[src/sv/gpoc_ram.sv]
// Generic single-port RAM with registered read data.
module gpoc_ram #(
    parameter int WIDTH = 8,
    parameter int DEPTH = 256
) (
    input  logic                     aclk,
    input  logic                     we,
    input  logic                     re,
    input  logic [$clog2(DEPTH)-1:0] addr,
    input  logic [WIDTH-1:0]         wdata,
    output logic [WIDTH-1:0]         rdata
);

    logic [WIDTH-1:0] mem [DEPTH];
    logic [WIDTH-1:0] rdata_reg;

    always_ff @(posedge aclk) begin
        if (we) begin
            mem[addr] <= wdata;
        end
        if (re) begin
            rdata_reg <= mem[addr];
        end
    end

    assign rdata = rdata_reg;

endmodule

[config.mk]
export PLATFORM = sky130hd
export DESIGN_NAME = gpoc_ram
export DESIGN_NICKNAME = d
export VERILOG_FILES = /design/src/sv/gpoc_ram.sv
export SDC_FILE = /design/constraint.sdc
export NUM_CORES = 2
export LEC_CHECK = 0
export BUFFER_PORTS_ARGS = -buffer_cell sky130_fd_sc_hd__buf_2
export CAP_MARGIN = 20
export CORE_AREA = 2 2 576 349
export DETAILED_ROUTE_END_ITERATION = 12
export DIE_AREA = 0 0 578 351
export GPL_ROUTABILITY_DRIVEN = 0
export PLACE_DENSITY = 0.6
export SYNTH_ARGS = -nofsm -noshare
export SYNTH_HDL_FRONTEND = slang
export SYNTH_SLANG_ARGS = --single-unit
export TNS_END_PERCENT = 5
[constraint.sdc]
create_clock -name aclk -period 3.1 [get_ports aclk]
set_input_delay 0.155 -clock aclk [delete_from_list [all_inputs] [get_ports aclk]]
set_output_delay 0.155 -clock aclk [all_outputs]
set_load 0.01 [all_outputs]
==> out/summary.md <==
The run finished with clean final reports. The tools report the cell area after synthesis as 78600 sq um. The floorplan step defined a core boundary enclosing 198000 sq um.

The total vias in the final route was 39200; the number of flip-flops under the largest register name was 2048. The tools report the number of global-route vias before repair as 38600. At the end of the flow, the number of nets in the layout was 4090.

For the total grt overflow, the log shows 0. The number of buffer and inverter instances along the worst setup path works out to 1. TritonCTS built the clock tree.

For the final total negative setup slack, the log shows 0 ps. The sequential element share of the synthesized area is 0.786. Setup violations remaining at the end of the flow were counted as 0. For the number of pins with negative max-slew slack in the final report, the log shows 0.

During placement, the flow inserted port buffers numbering 26. The number of different library cells used by synthesis comes to 21. The longest individual stage delay on the worst path is 670 ps, and the number of antenna violations at the first check in global routing is 11. Critical path data arrival time: 3460 ps. The run gives 0 as the residual DRC count. The number of clock sinks was 2056. The cell type group with the largest total delay on the critical path was compound AO/OA/AOI/OAI gates. The leakage power was 28.4 nW; the die boundary height was 351 um. The signal on the critical path passes through mux4_2 -> a22oi_1 -> a21oi_1 -> o41ai_2 -> buf_4 -> nand4_1. Max-cap violations in this run came to 0. Clock-pin slew was measured on the worst setup and hold paths at 60 ps.

The average wire per cell in the routed design is 29.2 um. Wires add up to 200000 um. The critical register-to-register path endpoint was rdata[3]$_DFFE_PP_. The launch point of the worst reg-to-reg path is mem[159][3]$_DFFE_PP_.

The proportion of netlist area held by the largest area contributor is 0.786. The clock latency on the worst-skew pair was 820 ps. The tools report the kind of end point of the critical path as a flip-flop.

The data required time of the critical path came out at 3630 ps. The peak fanout along the critical path was 1. The number of iterations in the first detailed-routing pass was 8; the number of vias per cell after detailed routing was 5.72.

The tools report the overall track demand over capacity in global routing as 0.197. The power density normalized to cell area is 601 nW/um^2. Setup repair after global routing left no endpoint under its margin. The tools report the placed wire-length estimate as 128000 um.

The worst setup path is of the reg -> reg kind. The ratio of cells with drive above 1 in the final layout works out to 0.316. After technology mapping, the gate count stands at 3547. For the number of nets in the synthesized netlist, the log shows 3566.

After detailed placement, the total cell area comes to 85700 sq um. For the pin with the worst max-slew slack, the measured transition is 995 ps. The tools report the area of all placed cells without fillers as 91300 sq um.

The biggest area contributor in the post-synthesis netlist is edfxtp_1. The run gives 286000 um as the first-pass GRT wire length. The cell count of the worst reg-to-reg path is 6. The per-instance average area after synthesis is 22.2 sq um. The critical path capture point was rdata[3]$_DFFE_PP_. The type of the tightest min-delay check was in -> reg. The run gives 127 as the standard-cell row count. The tree is rooted in a clkbuf_16. The initial DRC count came out at 5197. Critical path depth: 6.

The top-level port count is 27. Tracing the worst setup path back leads to its startpoint at mem[159][3]$_DFFE_PP_. In the post-synthesis netlist, the biggest area contributors are edfxtp_1 79%, mux4_2 15%, a22oi_1 2.4%.

The relative slew slack was 0.336. Overall power consumption after layout is estimated at 54.9 mW. The die is 578 um wide.

The clock passes through at most 4 buffers. Number of warnings issued by yosys: 0. The largest individual stage delay along the critical path comes from the cell o41ai_2. TritonCTS buffer count: 182.

Entering global routing, the biggest net connects 120 pins. The starting utilization of the core area came out at 0.397. Hold violation total from the final report: 0.

For flop-to-flop paths, the worst setup slack is 170 ps. The shortest clock period the worst path allows after layout came out at 2930 ps. The finished layout holds 6858 standard cells, fillers aside. The post-route fraction of the period consumed by the critical path was 0.945; the area growth from synthesis to layout was 16.2%. The H-tree was split into 4 levels. The die covers 203000 sq um.

The count of nets left with antenna violations once routing finished came out at 0. The final core area utilization was 0.461; the synthesis-stage register bit count was 2056. The achievable frequency is 341 MHz. Maximum ir drop on the vdd rail: 443 uV. Across the routed clock network, the largest skew measured is 43.3 ps. The startpoint type of the worst setup path is a flip-flop. The run gives 6520 as the cell count after placement.
-- cell type report --
type / count / area (sq um)
fill: 16200 / 107000
sequential: 2056 / 61700
multi-input combinational: 1258 / 15800
timing repair buffer: 572 / 5000
clock buffer: 218 / 4750
tap: 2644 / 3310
clock inverter: 106 / 686
antenna: 3 / 7.51
inverter: 1 / 3.75
-- synthesized netlist by cell type --
| cell type | number |
|---|---|
| nand3_1 | 13 |
| and2_1 | 3 |
| nor2b_1 | 7 |
| inv_1 | 1 |
| edfxtp_1 | 2056 |
| nor3_1 | 30 |
| or3_1 | 1 |
| mux4_2 | 512 |
| buf_4 | 16 |
| nand2_1 | 28 |
| nand4_1 | 8 |
| o41ai_1 | 32 |
| a21oi_1 | 128 |
| clkbuf_1 | 145 |
| nor2_1 | 232 |
| or2_2 | 2 |
| nand2b_1 | 6 |
| buf_2 | 36 |
| buf_6 | 16 |
| buf_1 | 19 |
| a22oi_1 | 256 |
-- cells by family after synthesis --
family,count (synthesis),share of synthesized area
AO/OA/AOI/OAI,416,0.0362
buffers and inverters,233,0.0140
flip-flops,2056,0.786
multiplexers,512,0.147
AND/OR/NAND/NOR,330,0.0173
-- worst reg2reg max path, cell delays in order (launching register included) --
cell      delay (ps)
edfxtp_1         360
mux4_2           470
a22oi_1          430
a21oi_1          380
o41ai_2          680
buf_4            240
nand4_1          100
-- how the worst min path moves through the flow --
| stage | start | to | slack [ps] | depth (start not counted) |
|---|---|---|---|---|
| after global routing | addr[7] | rdata[3]$_DFFE_PP_ | 140 | 5 |
| after detailed placement | wdata[4] | mem[105][4]$_DFFE_PP_ | 510 | 1 |
| after global placement | wdata[4] | mem[105][4]$_DFFE_PP_ | 510 | 1 |
| final | addr[7] | rdata[3]$_DFFE_PP_ | 140 | 5 |
| after CTS | we | mem[182][3]$_DFFE_PP_ | 110 | 4 |
| after floorplan | wdata[0] | mem[0][0]$_DFFE_PP_ | 250 | 0 |
-- cells in the final DEF (no fill, tap or decap), drive strengths merged, types with 9 or more instances in the layout --
cell type	instances
a21oi	128
o41ai	32
mux4	512
nand2	28
buf	563
edfxtp	2056
dlygate4sd3	9
clkbuf	218
clkinvlp	9
nor2	232
nor3	30
a22oi	256
clkinv	88
nand3	13
-- where the power goes --
group / internal (mW) / switching, mW
combinational: 1.07 / 1.77
sequential: 30.6 / 0.0270
clock: 11.4 / 9.97
-- metal layers --
metal	vias to the layer above	routed length, um	global-route usage
met4	0	2980	0.0320
met5	-	0	0
met2	1929	83800	0.271
met1	20900	89900	0.307
met3	224	23600	0.0657
li1	16100	-	-
-- per-stage QoR --
stage | setup slack, ps | hold WS, ps
2_1_floorplan | 726 | 254
3_3_place_gp | -767 | 507
3_5_place_dp | -736 | 512
4_1_cts | 118 | 112
5_1_grt | 156 | 144
6_report | 170 | 145
-- timing repair --
item / CTS / global route
hold buffers: 9 / 0
gates resized for setup: 1 / 1
endpoints found under the hold margin: 592 / 0
setup endpoints to repair: 1 / 1
buffers inserted: 0 / 0
Power figures use the tool's default switching activity.
