===== config.mk =====
export PLATFORM = sky130hd
export DESIGN_NAME = gpoc_divstep
export DESIGN_NICKNAME = d
export VERILOG_FILES = /design/src/sv/gpoc_pkg.sv /design/src/sv/gpoc_divstep.sv
export SDC_FILE = /design/constraint.sdc
export NUM_CORES = 1
export LEC_CHECK = 0
export BUFFER_PORTS_ARGS = -buffer_cell sky130_fd_sc_hd__buf_2
export CAP_MARGIN = 5
export CORE_MARGIN = 3
export CORE_UTILIZATION = 46
export DETAILED_ROUTE_END_ITERATION = 10
export GPL_TIMING_DRIVEN = 0
export PLACE_DENSITY = 0.81
export SLEW_MARGIN = 0
export SYNTH_ARGS = -nofsm -noshare
export SYNTH_HDL_FRONTEND = slang
export SYNTH_SLANG_ARGS = --single-unit

===== constraint.sdc =====
create_clock -name vclk -period 2.9
set_clock_uncertainty 0.1 [all_clocks]
set_input_delay 0.145 -clock vclk [all_inputs]
set_output_delay 0.145 -clock vclk [all_outputs]
set_load 0.005 [all_outputs]

===== src/sv/gpoc_pkg.sv =====
// Shared constants, register codes and sequencer types for the grid path occupancy check.
package gpoc_pkg;

    // Map geometry
    localparam int MAX_SIDE  = 256;
    localparam int MAP_CELLS = 65536;
    localparam int SIDE_BITS = $clog2(MAX_SIDE);
    localparam int LIM_W     = SIDE_BITS + 1;
    localparam int Q_BITS    = SIDE_BITS + 2;
    localparam int STEP_W    = $clog2(Q_BITS);
    localparam int CELL_AW   = $clog2(MAP_CELLS);
    localparam int IDX_W     = SIDE_BITS + LIM_W;

    // Field widths
    localparam int COORD_W    = 32;
    localparam int DIFF_W     = COORD_W + 1;
    localparam int DIV_W      = 31;
    localparam int VAL_W      = 8;
    localparam int INDEX_W    = 16;
    localparam int SIZE_W     = 9;
    localparam int S_TDATA_W  = 88;
    localparam int M_TDATA_W  = 8;
    localparam int CFG_IDX_W  = 3;
    localparam int CFG_DATA_W = 32;

    // Register indexes
    localparam logic [CFG_IDX_W-1:0] REG_ORIGIN_X  = 3'd0;
    localparam logic [CFG_IDX_W-1:0] REG_ORIGIN_Y  = 3'd1;
    localparam logic [CFG_IDX_W-1:0] REG_CELL_SIZE = 3'd2;
    localparam logic [CFG_IDX_W-1:0] REG_MAP_W     = 3'd3;
    localparam logic [CFG_IDX_W-1:0] REG_MAP_H     = 3'd4;
    localparam logic [CFG_IDX_W-1:0] REG_LIMIT     = 3'd5;

    // Reset values of the registers
    localparam logic [DIV_W-1:0]  CELL_SIZE_RST = 31'd65536;
    localparam logic [SIZE_W-1:0] MAP_SIDE_RST  = 9'd256;
    localparam logic [VAL_W-1:0]  LIMIT_RST     = 8'd50;

    // Item kinds carried in tuser
    localparam logic KIND_MAP   = 1'b0;
    localparam logic KIND_POINT = 1'b1;

    typedef enum logic [3:0] {
        ST_IDLE,
        ST_DIFF,
        ST_ABS,
        ST_DIV,
        ST_COORD,
        ST_INDEX,
        ST_READ,
        ST_CHECK,
        ST_EMIT
    } seq_state_t;

    typedef struct packed {
        logic point_go;
        logic last;
        logic div_done;
        logic coord_y;
        logic out_free;
    } seq_status_t;

    typedef struct packed {
        logic ready;
        logic do_diff;
        logic do_abs;
        logic do_step;
        logic do_coord;
        logic do_index;
        logic do_read;
        logic do_check;
        logic do_emit;
    } seq_ctrl_t;

endpackage


===== src/sv/gpoc_divstep.sv =====
// One restoring division step: shift in a dividend bit, trial subtract, keep or restore.
module gpoc_divstep (
    input  logic [gpoc_pkg::COORD_W-1:0] rem,
    input  logic                         bit_in,
    input  logic [gpoc_pkg::DIV_W-1:0]   divisor,
    output logic [gpoc_pkg::COORD_W-1:0] rem_next,
    output logic                         q_bit
);
    import gpoc_pkg::*;

    logic [DIFF_W-1:0] total;
    logic [DIFF_W:0]   trial;

    always_comb begin
        total    = {rem, bit_in};
        trial    = {1'b0, total} - {{(DIFF_W + 1 - DIV_W){1'b0}}, divisor};
        q_bit    = ~trial[DIFF_W];
        rem_next = q_bit ? trial[COORD_W-1:0] : total[COORD_W-1:0];
    end

endmodule


==> out/qor.csv <==
metric,value,unit
I/O pins,97,
"slowest stage delay, CP",0.36,ns
startpoint types,input pin,
Critical Path Sink Type,output pin,
largest net degree at the start of global routing,11,
unrepaired setup endpoints after global routing,yes,
WL/cell,13.46,um
VDD IR max,0.1074,mV
clock power share,0,%
antenna violations before repair,0,
failing checks,setup timing,
Cells after DPL,501,
multi-input logic area,0.002156,mm^2
critical setup path kind,in -> out,
P&R area growth vs syn,35.18,%
DRC Markers,0,
gr usage total,20.99,%
leading area contributor after synthesis,ha_1,
Final WS setup,-0.08426,ns
storage element area,0,um^2
crit path max fanout,3,
Die Height,75.29,um
Mapped Area,0.002208,mm^2
synthesized instance count,352,
# rows,24,
vias in the first global route,2280,
top post-synthesis cells by count,"49 x nand2_1, 44 x inv_1, 34 x o21ai_0",
Post-DP HPWL,5265,um
"Cell Chain, Critical Path","buf_6, inv_4, ha_4, inv_2, fa_2, a211oi_4, nor4_4, o31a_1, o311a_4, o41ai_4, o21ai_1, xnor2_1, o21ai_1, buf_2",
first-pass GRT wire length,9818,um
Post-Route Utilization,66.28,%
Finished Layout Cells,503,
first-pass detailed-route iteration total,5,
port bufs,97,
PD cells,238.3,mW/mm^2
relative slew slack,67.88,%
critical path's top delay family,compound AO/OA/AOI/OAI gates,
layout cells sized above 1,31.26,%
min Tclk post-route,2.984,ns
Psw,0.3734,mW
Vias/cell,5.555,
Final Hold Viols,0,
Starting Density,49.03,%
final hold slack,0.4737,ns
"Buf+Inv Stages, Crit Path",4,
total of max-cap violations,0,
Logic pwr share,100.0,%
Final Max Slew Viols,0,
most frequent CP cell,o21ai_1,
pre-CTS setup slack,-0.4517,ns
register area share after synthesis,0,%
unique cell type count in the Yosys netlist,53,
ANT cells,0,
CTS Hold Bufs,0,
Critical Path RT,2.65,ns
f_max,335.1,MHz
Nets,549,
sequential power share,0,%
worst-path cell with the longest stage delay,fa_2,
grt total ovfl,0,
Routed WL,6772,um
Synth top area share,17.56,%
syn nets,448,
syn_area_per_cell,6.274,um^2
remaining antenna violation count,0,
clock buffers,0,
Core Region,0.004504,mm^2
Leak,1.507,nW
die area,0.005668,mm^2
Net Sw Frac,52.50,%
Filler Cells Inserted,424,
Synth area leaders,"ha_1 18%, nand2_1 8.3%, o21ai_0 7.7%",
Pwr Total,0.7113,mW
status,"finished, violations left",
via count,2794,
top-count cell post-synth,nand2_1,
GP Congestion,0.8723,
Final setup viols,5,
Die Span X,75.29,um
FFs & Latches,0,
Worst Tran Pin Value,0.4767,ns
CP arrival,2.74,ns
period utilization,102.9,%
Yosys warnings,0,
Internal Power,0.3379,mW
Initial DRC Count,162,
worst hold path class,in -> out,
==> metrics by stage <==
stage / TNS, ns / cell area [um^2]
6_report: -0.3229 / 2985
5_1_grt: -0.8841 / 2985
4_1_cts: -0.3727 / 2900
3_5_place_dp: -1.786 / 2759
3_3_place_gp: -1.658 / 2759
2_1_floorplan: 0 / 2208
==> power groups by stage <==
stage	Sequential, mW	Combinational, mW	Clock [mW]
after global placement	0	0.624	0
after global routing	0	0.788	0
after CTS	0	0.677	0
final	0	0.711	0
after detailed placement	0	0.636	0
after floorplan	0	0.422	0
==> worst min-delay path, delay by kind of cell <==
kind,cells,cell delay [ns]
and+or+nand+nor,1,0.04
AOI/OAI and AO/OA,1,0.05
buffers and inverters,2,0.20
==> kinds of logic (layout without fill, tap and decap cells) <==
| logic type | count (synthesis) | in the layout | share of synthesized area (%) |
|---|---|---|---|
| AND/OR/NAND/NOR | 109 | 109 | 22.61 |
| adder cells (fa/ha/maj) | 32 | 32 | 18.47 |
| XOR/XNOR | 24 | 24 | 9.519 |
| multiplexers | 6 | 6 | 2.889 |
| AO/OA/AOI/OAI | 121 | 121 | 36.03 |
| buffers and inverters | 60 | 159 | 10.48 |
==> metal layers <==
layer / vias up / global-route usage (%) / wire length [um]
li1: 1437 / - / -
met1: 1238 / 27.86 / 2995
met2: 109 / 38.16 / 3331
met3: 10 / 0.6676 / 354
met4: 0 / 3.301 / 91
met5: - / 0 / 0
==> cell type report <==
type                            count  area share (%)
Inverter                           44           5.616
Timing Repair Buffer              103           18.11
Buffer                             12           1.886
Tap cell                           52           2.179
Multi-Input combinational cell    292           72.21
==> final timing paths <==
check,startpoint,to,slack [ns],cells past startpoint
max,bit_in,rem_next[30],-0.08,14
min,rem[19],rem_next[20],0.47,4
==> layout by cell type, fill, tap and decap left out, types with 9 or more instances in the layout <==
cell       n
nand2_1   49
a21o_1    13
a21oi_1   26
inv_1     42
nor2_1    20
buf_2    100
xnor2_1   15
o21ai_1   10
ha_1      25
xor2_1     9
o21ai_0   29
==> repair_timing <==
item | CTS | global route
pin swaps | 11 | 16
endpoints found under the setup margin | 8 | 24
gates resized for setup | 20 | 19
setup buffers | 5 | 1
Note: power is estimated with default switching activity, not from simulation.
