--- config.mk ---
export PLATFORM = sky130hd
export DESIGN_NAME = gpoc_seq
export DESIGN_NICKNAME = d
export VERILOG_FILES = /design/src/sv/gpoc_pkg.sv /design/src/sv/gpoc_seq.sv
export SDC_FILE = /design/constraint.sdc
export NUM_CORES = 1
export LEC_CHECK = 0
export ABC_AREA = 0
export BUFFER_PORTS_ARGS = -buffer_cell sky130_fd_sc_hd__clkbuf_2
export CORE_AREA = 2 2 39 41
export DETAILED_ROUTE_END_ITERATION = 6
export DIE_AREA = 0 0 41 43
export GPL_ROUTABILITY_DRIVEN = 0
export MAX_ROUTING_LAYER = met4
export PLACE_DENSITY_LB_ADDON = 0.1
export SLEW_MARGIN = 30
export SYNTH_ARGS = -nofsm -noshare
export SYNTH_HDL_FRONTEND = slang
export SYNTH_SLANG_ARGS = --single-unit
--- constraint.sdc ---
create_clock -name aclk -period 2.3 [get_ports aclk]
set_input_delay 0.23 -clock aclk [delete_from_list [all_inputs] [get_ports aclk]]
set_output_delay 0.23 -clock aclk [all_outputs]
set_load 0.01 [all_outputs]
--- src/sv/gpoc_pkg.sv ---
// Shared constants, register codes and sequencer types for the grid path occupancy check.
package gpoc_pkg;

    // Map geometry
    localparam int MAX_SIDE  = 256;
    localparam int MAP_CELLS = 65536;
    localparam int SIDE_BITS = $clog2(MAX_SIDE);
    localparam int LIM_W     = SIDE_BITS + 1;
    localparam int Q_BITS    = SIDE_BITS + 2;
    localparam int STEP_W    = $clog2(Q_BITS);
    localparam int CELL_AW   = $clog2(MAP_CELLS);
    localparam int IDX_W     = SIDE_BITS + LIM_W;

    // Field widths
    localparam int COORD_W    = 32;
    localparam int DIFF_W     = COORD_W + 1;
    localparam int DIV_W      = 31;
    localparam int VAL_W      = 8;
    localparam int INDEX_W    = 16;
    localparam int SIZE_W     = 9;
    localparam int S_TDATA_W  = 88;
    localparam int M_TDATA_W  = 8;
    localparam int CFG_IDX_W  = 3;
    localparam int CFG_DATA_W = 32;

    // Register indexes
    localparam logic [CFG_IDX_W-1:0] REG_ORIGIN_X  = 3'd0;
    localparam logic [CFG_IDX_W-1:0] REG_ORIGIN_Y  = 3'd1;
    localparam logic [CFG_IDX_W-1:0] REG_CELL_SIZE = 3'd2;
    localparam logic [CFG_IDX_W-1:0] REG_MAP_W     = 3'd3;
    localparam logic [CFG_IDX_W-1:0] REG_MAP_H     = 3'd4;
    localparam logic [CFG_IDX_W-1:0] REG_LIMIT     = 3'd5;

    // Reset values of the registers
    localparam logic [DIV_W-1:0]  CELL_SIZE_RST = 31'd65536;
    localparam logic [SIZE_W-1:0] MAP_SIDE_RST  = 9'd256;
    localparam logic [VAL_W-1:0]  LIMIT_RST     = 8'd50;

    // Item kinds carried in tuser
    localparam logic KIND_MAP   = 1'b0;
    localparam logic KIND_POINT = 1'b1;

    typedef enum logic [3:0] {
        ST_IDLE,
        ST_DIFF,
        ST_ABS,
        ST_DIV,
        ST_COORD,
        ST_INDEX,
        ST_READ,
        ST_CHECK,
        ST_EMIT
    } seq_state_t;

    typedef struct packed {
        logic point_go;
        logic last;
        logic div_done;
        logic coord_y;
        logic out_free;
    } seq_status_t;

    typedef struct packed {
        logic ready;
        logic do_diff;
        logic do_abs;
        logic do_step;
        logic do_coord;
        logic do_index;
        logic do_read;
        logic do_check;
        logic do_emit;
    } seq_ctrl_t;

endpackage

--- src/sv/gpoc_seq.sv ---
// Sequencer that steps one path point through difference, division, index, map read, check and emit.
module gpoc_seq (
    input  logic                  aclk,
    input  logic                  aresetn,
    input  gpoc_pkg::seq_status_t status,
    output gpoc_pkg::seq_ctrl_t   ctrl
);
    import gpoc_pkg::*;

    seq_state_t state_reg;
    seq_state_t state_next;

    always_ff @(posedge aclk) begin
        if (!aresetn) begin
            state_reg <= ST_IDLE;
        end else begin
            state_reg <= state_next;
        end
    end

    always_comb begin
        state_next = state_reg;
        unique case (state_reg)
            ST_IDLE: begin
                if (status.point_go) begin
                    state_next = ST_DIFF;
                end
            end
            ST_DIFF:  state_next = ST_ABS;
            ST_ABS:   state_next = ST_DIV;
            ST_DIV: begin
                if (status.div_done) begin
                    state_next = ST_COORD;
                end
            end
            ST_COORD: state_next = status.coord_y ? ST_INDEX : ST_DIFF;
            ST_INDEX: state_next = ST_READ;
            ST_READ:  state_next = ST_CHECK;
            ST_CHECK: state_next = status.last ? ST_EMIT : ST_IDLE;
            ST_EMIT: begin
                if (status.out_free) begin
                    state_next = ST_IDLE;
                end
            end
            default:  state_next = ST_IDLE;
        endcase
    end

    always_comb begin
        ctrl = '0;
        unique case (state_reg)
            ST_IDLE:  ctrl.ready    = 1'b1;
            ST_DIFF:  ctrl.do_diff  = 1'b1;
            ST_ABS:   ctrl.do_abs   = 1'b1;
            ST_DIV:   ctrl.do_step  = 1'b1;
            ST_COORD: ctrl.do_coord = 1'b1;
            ST_INDEX: ctrl.do_index = 1'b1;
            ST_READ:  ctrl.do_read  = 1'b1;
            ST_CHECK: ctrl.do_check = 1'b1;
            ST_EMIT:  ctrl.do_emit  = status.out_free;
            default:  ctrl = '0;
        endcase
    end

endmodule

==> run summary, run 1 <==
The run finished with clean final reports. The logs give 13 for the pin count of the biggest net entering global routing and 14 for the total number of placement rows. The most common cell in the synthesized netlist is nor2_1. The run gives 308 as the number of vias after detailed routing. The transition time at the pin with the least slew margin was 0.392 ns; the wire length of the first global-routing pass was 1.08 mm. The post-CTS repair timing setup buffer count is 0.

Setup clock skew after layout: 0.000518 ns. Counting the buffers created by CTS gives 3. The tools report the cell leakage power as 0.178 nW.

The tools report the wire length after detailed routing as 701 um. Ranked by instance count, the synthesized netlist is headed by 11 x nor2_1, 6 x nor3_1, 4 x dfxtp_1, 3 x nand2b_1. The via count of the first global-routing pass was 276; the total number of yosys warnings was 0.

The register with the most flip-flops in the layout has 4 of them. The mapped netlist covers 275 sq um. After layout, the worst path uses 64.5% of the clock period.

The number of library cell types mapped by synthesis is 18. In this run the biggest area consumer among cell types represents 29.1% of the synthesized area. Compared with the post-synthesis result, the final layout area differs by 39.5%.

The sort of element at the start of the critical path was a flop. The total setup violations reported at the end of the flow was 0. Setup repair after global routing left no endpoint under its margin. The final-report hold violation count was 0; the die span in y was 43 um.

The final worst-path setup slack came out at 0.817 ns. The share of the Yosys chip area taken by registers is 29.1%. The number of DRC violations after detailed-routing iteration 0 was 4.

Of all nets on the critical path, the largest fanout is 12. The number of enable flip-flop cells after synthesis is 0, and the fraction of layout instances using a drive strength above 1 is 38.9%. Once detailed placement completed, the half-perimeter wirelength came to 566 um. The clock period could shrink to 1.48 ns.

The number of nets produced by synthesis is 45. Global routing consumed, over all layers together, 9.99% of the routing resources. Clock tree synthesis selected as its root buffer the cell clkbuf_4. The mean cell area of the mapped netlist was 7.24 sq um; the starting density of the core was 19.9%. Fill cells in the final layout number 167. In this run, synthesis produced a sequential element count of 4. In the routed layout, each cell is associated on average with a via count of 4.40. In this run the count of I/O pins placed on the die edge is 16.

Setup total negative slack on the finished layout was measured at 0 ns. The total DRC errors in the routed layout came out at 0. The arrival time of the worst setup path is 1.25 ns. The run gives 1380 sq um as the core outline area. Global routing finished with a remaining overflow of 0. The clock network burns 40.9% of the power.

The switching power summed over all nets is 0.0601 mW, and the overall power is 0.214 mW. In the synthesized netlist, the number of instances is 38. Cell taking the most area after synthesis: dfxtp_1. The post-CTS clock slew at the launch and capture registers of the worst setup and hold paths was 0.04 ns. The utilization after layout was 27.8%. The clock passes through at most 2 buffers. For the number of buffers inserted for hold repair after clock tree synthesis, the log shows 0. The startpoint-to-endpoint class of the critical path is reg -> out.

In the post-synthesis netlist, the biggest area contributors are dfxtp_1 29%, nor2_1 15%, nor3_1 11%. Wire length per cell: 10.0 um. Net switching is 28.0% of the power. The logs give 0 for the number of nets with antenna violations after detailed routing and 0 for the reported max-cap violation count.

The number of instances resized during post-cts repair is 0. The count of inserted antenna diode cells came out at 0. STA puts the critical path data required time at 2.07 ns. VDD sags by at most 0.135 mV.

The predominant post-synthesis flop cell was dfxtp_1. In this run the tightest slew margin relative to its limit is 73.8%. The number of antenna violations at the first check in global routing is 0.

For this design the ratio of total power to cell area is 558 nW/um^2. Internal power comes to 0.154 mW. Combinational logic burns 21.6% of the power. The maximum clock rate was 674 MHz; the share of synthesized registers carrying an async set or reset was 0%. The pre-antenna-repair detailed-routing pass consisted of 4 iterations. At the end of the flow, the number of nets in the layout was 63.

The capturing element type of the critical path was an output pin. The count of input and output buffers works out to 15. TritonCTS built the clock tree. Clock latency on the worst-skew pair, taken at its later pin, is 0.24 ns. The die extent in x was 41 um. The logs give 37.5% for the register share of total power and 1760 sq um for the die footprint.

The count of final max-slew check failures was 0; the worst setup slack before clock tree synthesis was 1.05 ns. Hold timing on the final database bottoms out at a slack of 0.212 ns. For this design, the sink count on the clock tree is 4. The min-delay analysis places its worst path in the category in -> reg. Number of H-tree branching levels: 1.
==> power groups by stage <==
| stage | registers, mW | logic, mW | clock network, mW |
|---|---|---|---|
| finish | 0.0803 | 0.0463 | 0.0875 |
| global route | 0.0807 | 0.0527 | 0.0964 |
| CTS | 0.0802 | 0.0473 | 0.0909 |
| detailed placement | 0.0812 | 0.0472 | 0 |
| global placement | 0.0812 | 0.0477 | 0 |
| floorplan | 0.0792 | 0.0310 | 0 |
==> stage by stage <==
step,cell area [sq um],instances
6_report,384,70
5_1_grt,384,70
4_1_cts,384,70
3_5_place_dp,362,67
3_3_place_gp,362,67
2_1_floorplan,275,38
==> critical path: stages, from the launching register on <==
cell      delay (ns)
dfxtp_1         0.55
nand2b_1        0.19
nor2_1          0.14
clkbuf_2        0.14
==> placed cells by master, fill, tap and decap left out, drive strengths merged <==
cell type,count
clkbuf,18
nor2,11
nor3,6
dfxtp,4
nand2b,3
or2b,1
nand2,1
or2,1
and4b,1
o21ai,1
a2bb2oi,1
inv,1
nor4b,1
o21a,1
o22ai,1
xor2,1
a2111oi,1
==> layout make-up <==
cell class              count  area, sq um  share of cell area (%)
repair buffers             15         75.1                    19.5
multi-input cells          31          183                    47.6
clock buffers               3         22.5                    5.86
inverters                   1         3.75                   0.977
well taps                  16         20.0                    5.21
flip-flops and latches      4         80.1                    20.8
==> path summary, 6_finish.rpt <==
check	from	endpoint	slack, ns	depth (start not counted)
setup / recovery	state_reg[2]$_SDFFE_PN0P_	ctrl[4]	0.82	3
setup reg to reg	state_reg[1]$_SDFFE_PN0P_	state_reg[2]$_SDFFE_PN0P_	1.12	3
hold / removal	aresetn	state_reg[3]$_SDFFE_PN0P_	0.21	2
hold reg to reg	state_reg[1]$_SDFFE_PN0P_	state_reg[0]$_SDFFE_PN0P_	0.59	2
==> logic make-up (layout without fill, tap and decap cells) <==
kind of cell | after synthesis | count (layout) | synth area share (%)
buffers and inverters | 3 | 19 | 4.54
AND/OR/NAND/NOR | 25 | 25 | 47.7
AO/OA/AOI/OAI | 5 | 5 | 15.5
flip-flops | 4 | 4 | 29.1
XOR/XNOR | 1 | 1 | 3.18
==> routing by layer <==
layer  GRT usage, %  routed length, um  vias up
li1               -                  -      165
met1           10.6                319      128
met2           13.4                320       15
met3           4.71                 62        0
met4           8.00                  0        0
met5              -                  0        -
No activity file was read; power rests on OpenSTA's default activity.
==> run 2, diff against run 1 <==
Clock period 2.3 ns to 1.4 ns, I/O delays scaled along.
==> run 2 against run 1 <==
  * Global-route usage rose by 0.30 points
  * Largest power group unchanged
  * Final cell count rose by 1.4%
  * Register-to-register slack got worse by 0.89 ns
  * Critical path depth did not move
  * Non-clock buffer count rose by 1
  * Sequential cell count did not move
  * Largest cell class unchanged
  * Utilization rose by 0.54 points
==> run summary, run 2 (synthesis results as in run 1) <==
The highest net fanout along the worst path is 7 (was 12). TritonCTS built the clock tree. The run gives 0 (unchanged) as the reported max-cap violation count.

The wire length per cell was 10.6 um (was 10.0 um); the count of final max-slew check failures was 0 (unchanged). After layout, the worst path uses 95.0% of the clock period. The core outline area was 1380 sq um (unchanged). Commonest non-fill, non-tap cell in the layout: clkbuf_2 (unchanged). The setup clock skew after layout was 0.00178 ns (was 0.000518 ns). The tools report the maximum number of buffers from clock root to sink as 2 (unchanged). The worst hold path cell count was 2 (unchanged); the number of search-and-repair iterations in the first detailed-routing pass was 2 (was 4).

The growth of design area from synthesis to finish works out to 42.3% (was 39.5%). The total DRC errors in the routed layout is 0 (unchanged), and the die footprint is 1760 sq um (unchanged). The largest vdd supply drop was 0.386 mV (was 0.135 mV); the final cell count without fillers was 71 (was 70). The total overflow reported by the global router is 0 (unchanged), and the die span in y is 43 um (unchanged). The HPWL after detailed placement came out at 619 um (was 566 um). Commonest cells after routing, fill and taps aside: 15 x clkbuf_2, 11 x nor2_1, 6 x nor3_1, 4 x dfxtp_1 (unchanged). The number of flip-flops under the largest register name works out to 4 (unchanged). The total global-route track usage was 10.3% (was 9.99%). The final period demand of the worst path was 1.33 ns; the utilization after layout was 28.3% (was 27.8%).

For the clock insertion delay at the later pin of the skew report, the log shows 0.23 ns (was 0.24 ns). Total negative slack for setup checks: 0 ns (unchanged). The tools report the post-CTS repair timing setup buffer count as 0 (unchanged). Wire length after detailed routing: 753 um (was 701 um). The cell leakage power was 0.184 nW (was 0.178 nW).

The run gives 68 (was 67) as the number of cells in the design after placement. The die extent in x works out to 41 um (unchanged). The startpoint-to-endpoint class of the critical path is reg -> out (unchanged). Fraction of layout instances using a drive strength above 1: 40.0% (was 38.9%). The capturing element type of the critical path was an output pin (unchanged). The CTS root buffer is clkbuf_4 (unchanged). The number of H-tree branching levels was 1 (unchanged). The sort of element at the start of the critical path was a flop (unchanged). The final worst-path setup slack was 0.0702 ns (was 0.817 ns); the power per cell area was 887 nW/um^2 (was 558 nW/um^2). The run gives 19.9% (unchanged) as the starting density of the core. The vias per cell is 4.34 (was 4.40), and the number of antenna violations at the first check in global routing is 0 (unchanged). The via count of the first global-routing pass was 259 (was 276); the total setup violations reported at the end of the flow was 0 (unchanged). The total number of placement rows is 14 (unchanged), and the count of inserted antenna diode cells is 0 (unchanged).

The tools report the wire length of the first global-routing pass as 1.08 mm (unchanged). For the number of vias after detailed routing, the log shows 308 (unchanged). The worst setup slack before clock tree synthesis was 0.217 ns (was 1.05 ns); the post-CTS clock slew at the launch and capture registers of the worst setup and hold paths was 0.04 ns (about the same).

The run gives 1.19 ns (was 1.25 ns) as the arrival time of the worst setup path. The final standard cell area without fillers is 392 sq um (was 384 sq um). The sink count of the clock tree is 4 (unchanged), and the number of instances resized during post-cts repair is 0 (unchanged).

The run gives 1.26 ns (was 2.07 ns) as the critical path required time. Setup repair after global routing left no endpoint under its margin. For the final-report hold violation count, the log shows 0 (unchanged).

The transition time at the pin with the least slew margin was 0.292 ns (was 0.392 ns). The number of DRC violations after detailed-routing iteration 0 is 6 (was 4). The type of the most critical hold path was in -> reg (unchanged). The final net count is 64 (was 63). The count of input and output buffers works out to 15 (unchanged).

The number of buffers inserted for hold repair after clock tree synthesis was 0 (unchanged); the CTS buffer count was 3 (unchanged). The run gives 10 (was 13) as the pin count of the biggest net entering global routing. The depth of the worst register-to-register path was 3 (unchanged). The number of nets with antenna violations after detailed routing was 0 (unchanged); the maximum clock rate was 752 MHz. The total I/O pin count was 16 (unchanged). The tools report the worst-case headroom to the max-slew limit as 80.3% (was 73.8%).

The run finished with clean final reports. The cell area reported after detailed placement came out at 369 sq um (was 362 sq um).
## run 2: cell count changes in the layout (fill, tap and decap cells not counted)
cell	before	now
buf_4	0	1
## run 2: cell type report
type / count / area [sq um]
tap: 16 / 20.0
multi-input combinational: 31 / 183
timing repair buffer: 16 / 82.6
fill: 160 / 992
sequential: 4 / 80.1
clock buffer: 3 / 22.5
inverter: 1 / 3.75
## run 2: where the power goes
group | internal (mW) | switching (mW)
logic | 0.0370 | 0.0408
clock network | 0.0956 | 0.0434
registers | 0.121 | 0.00949
## run 2: final timing paths
check / start / endpoint / slack (ns)
max: state_reg[0]$_SDFFE_PN0P_ / ctrl[7] / 0.07
min: aresetn / state_reg[3]$_SDFFE_PN0P_ / 0.14
max reg2reg: state_reg[0]$_SDFFE_PN0P_ / state_reg[2]$_SDFFE_PN0P_ / 0.23
min reg2reg: state_reg[1]$_SDFFE_PN0P_ / state_reg[0]$_SDFFE_PN0P_ / 0.58
## run 2: routing by layer
layer / GRT usage (%) / part of all wire (%) / vias up / routed length [um]
li1: - / - / 164 / -
met4: 12.0 / 3.5 / 0 / 26
met1: 12.5 / 45 / 127 / 337
met5: - / 0 / - / 0
met3: 1.57 / 6.5 / 4 / 49
met2: 12.5 / 45 / 13 / 340
## run 2: worst max-delay path, stage by stage, from the launching register on
cell      delay (ns)
dfxtp_1         0.41
or2b_1          0.27
nor3_1          0.13
clkbuf_2        0.16
## run 2: through the flow
step | power (mW) | hold slack, ns
final | 0.347 | 0.141
after global routing | 0.370 | 0.152
after CTS | 0.357 | 0.138
after detailed placement | 0.212 | 0.379
after global placement | 0.212 | 0.376
after floorplan | 0.181 | 0.258
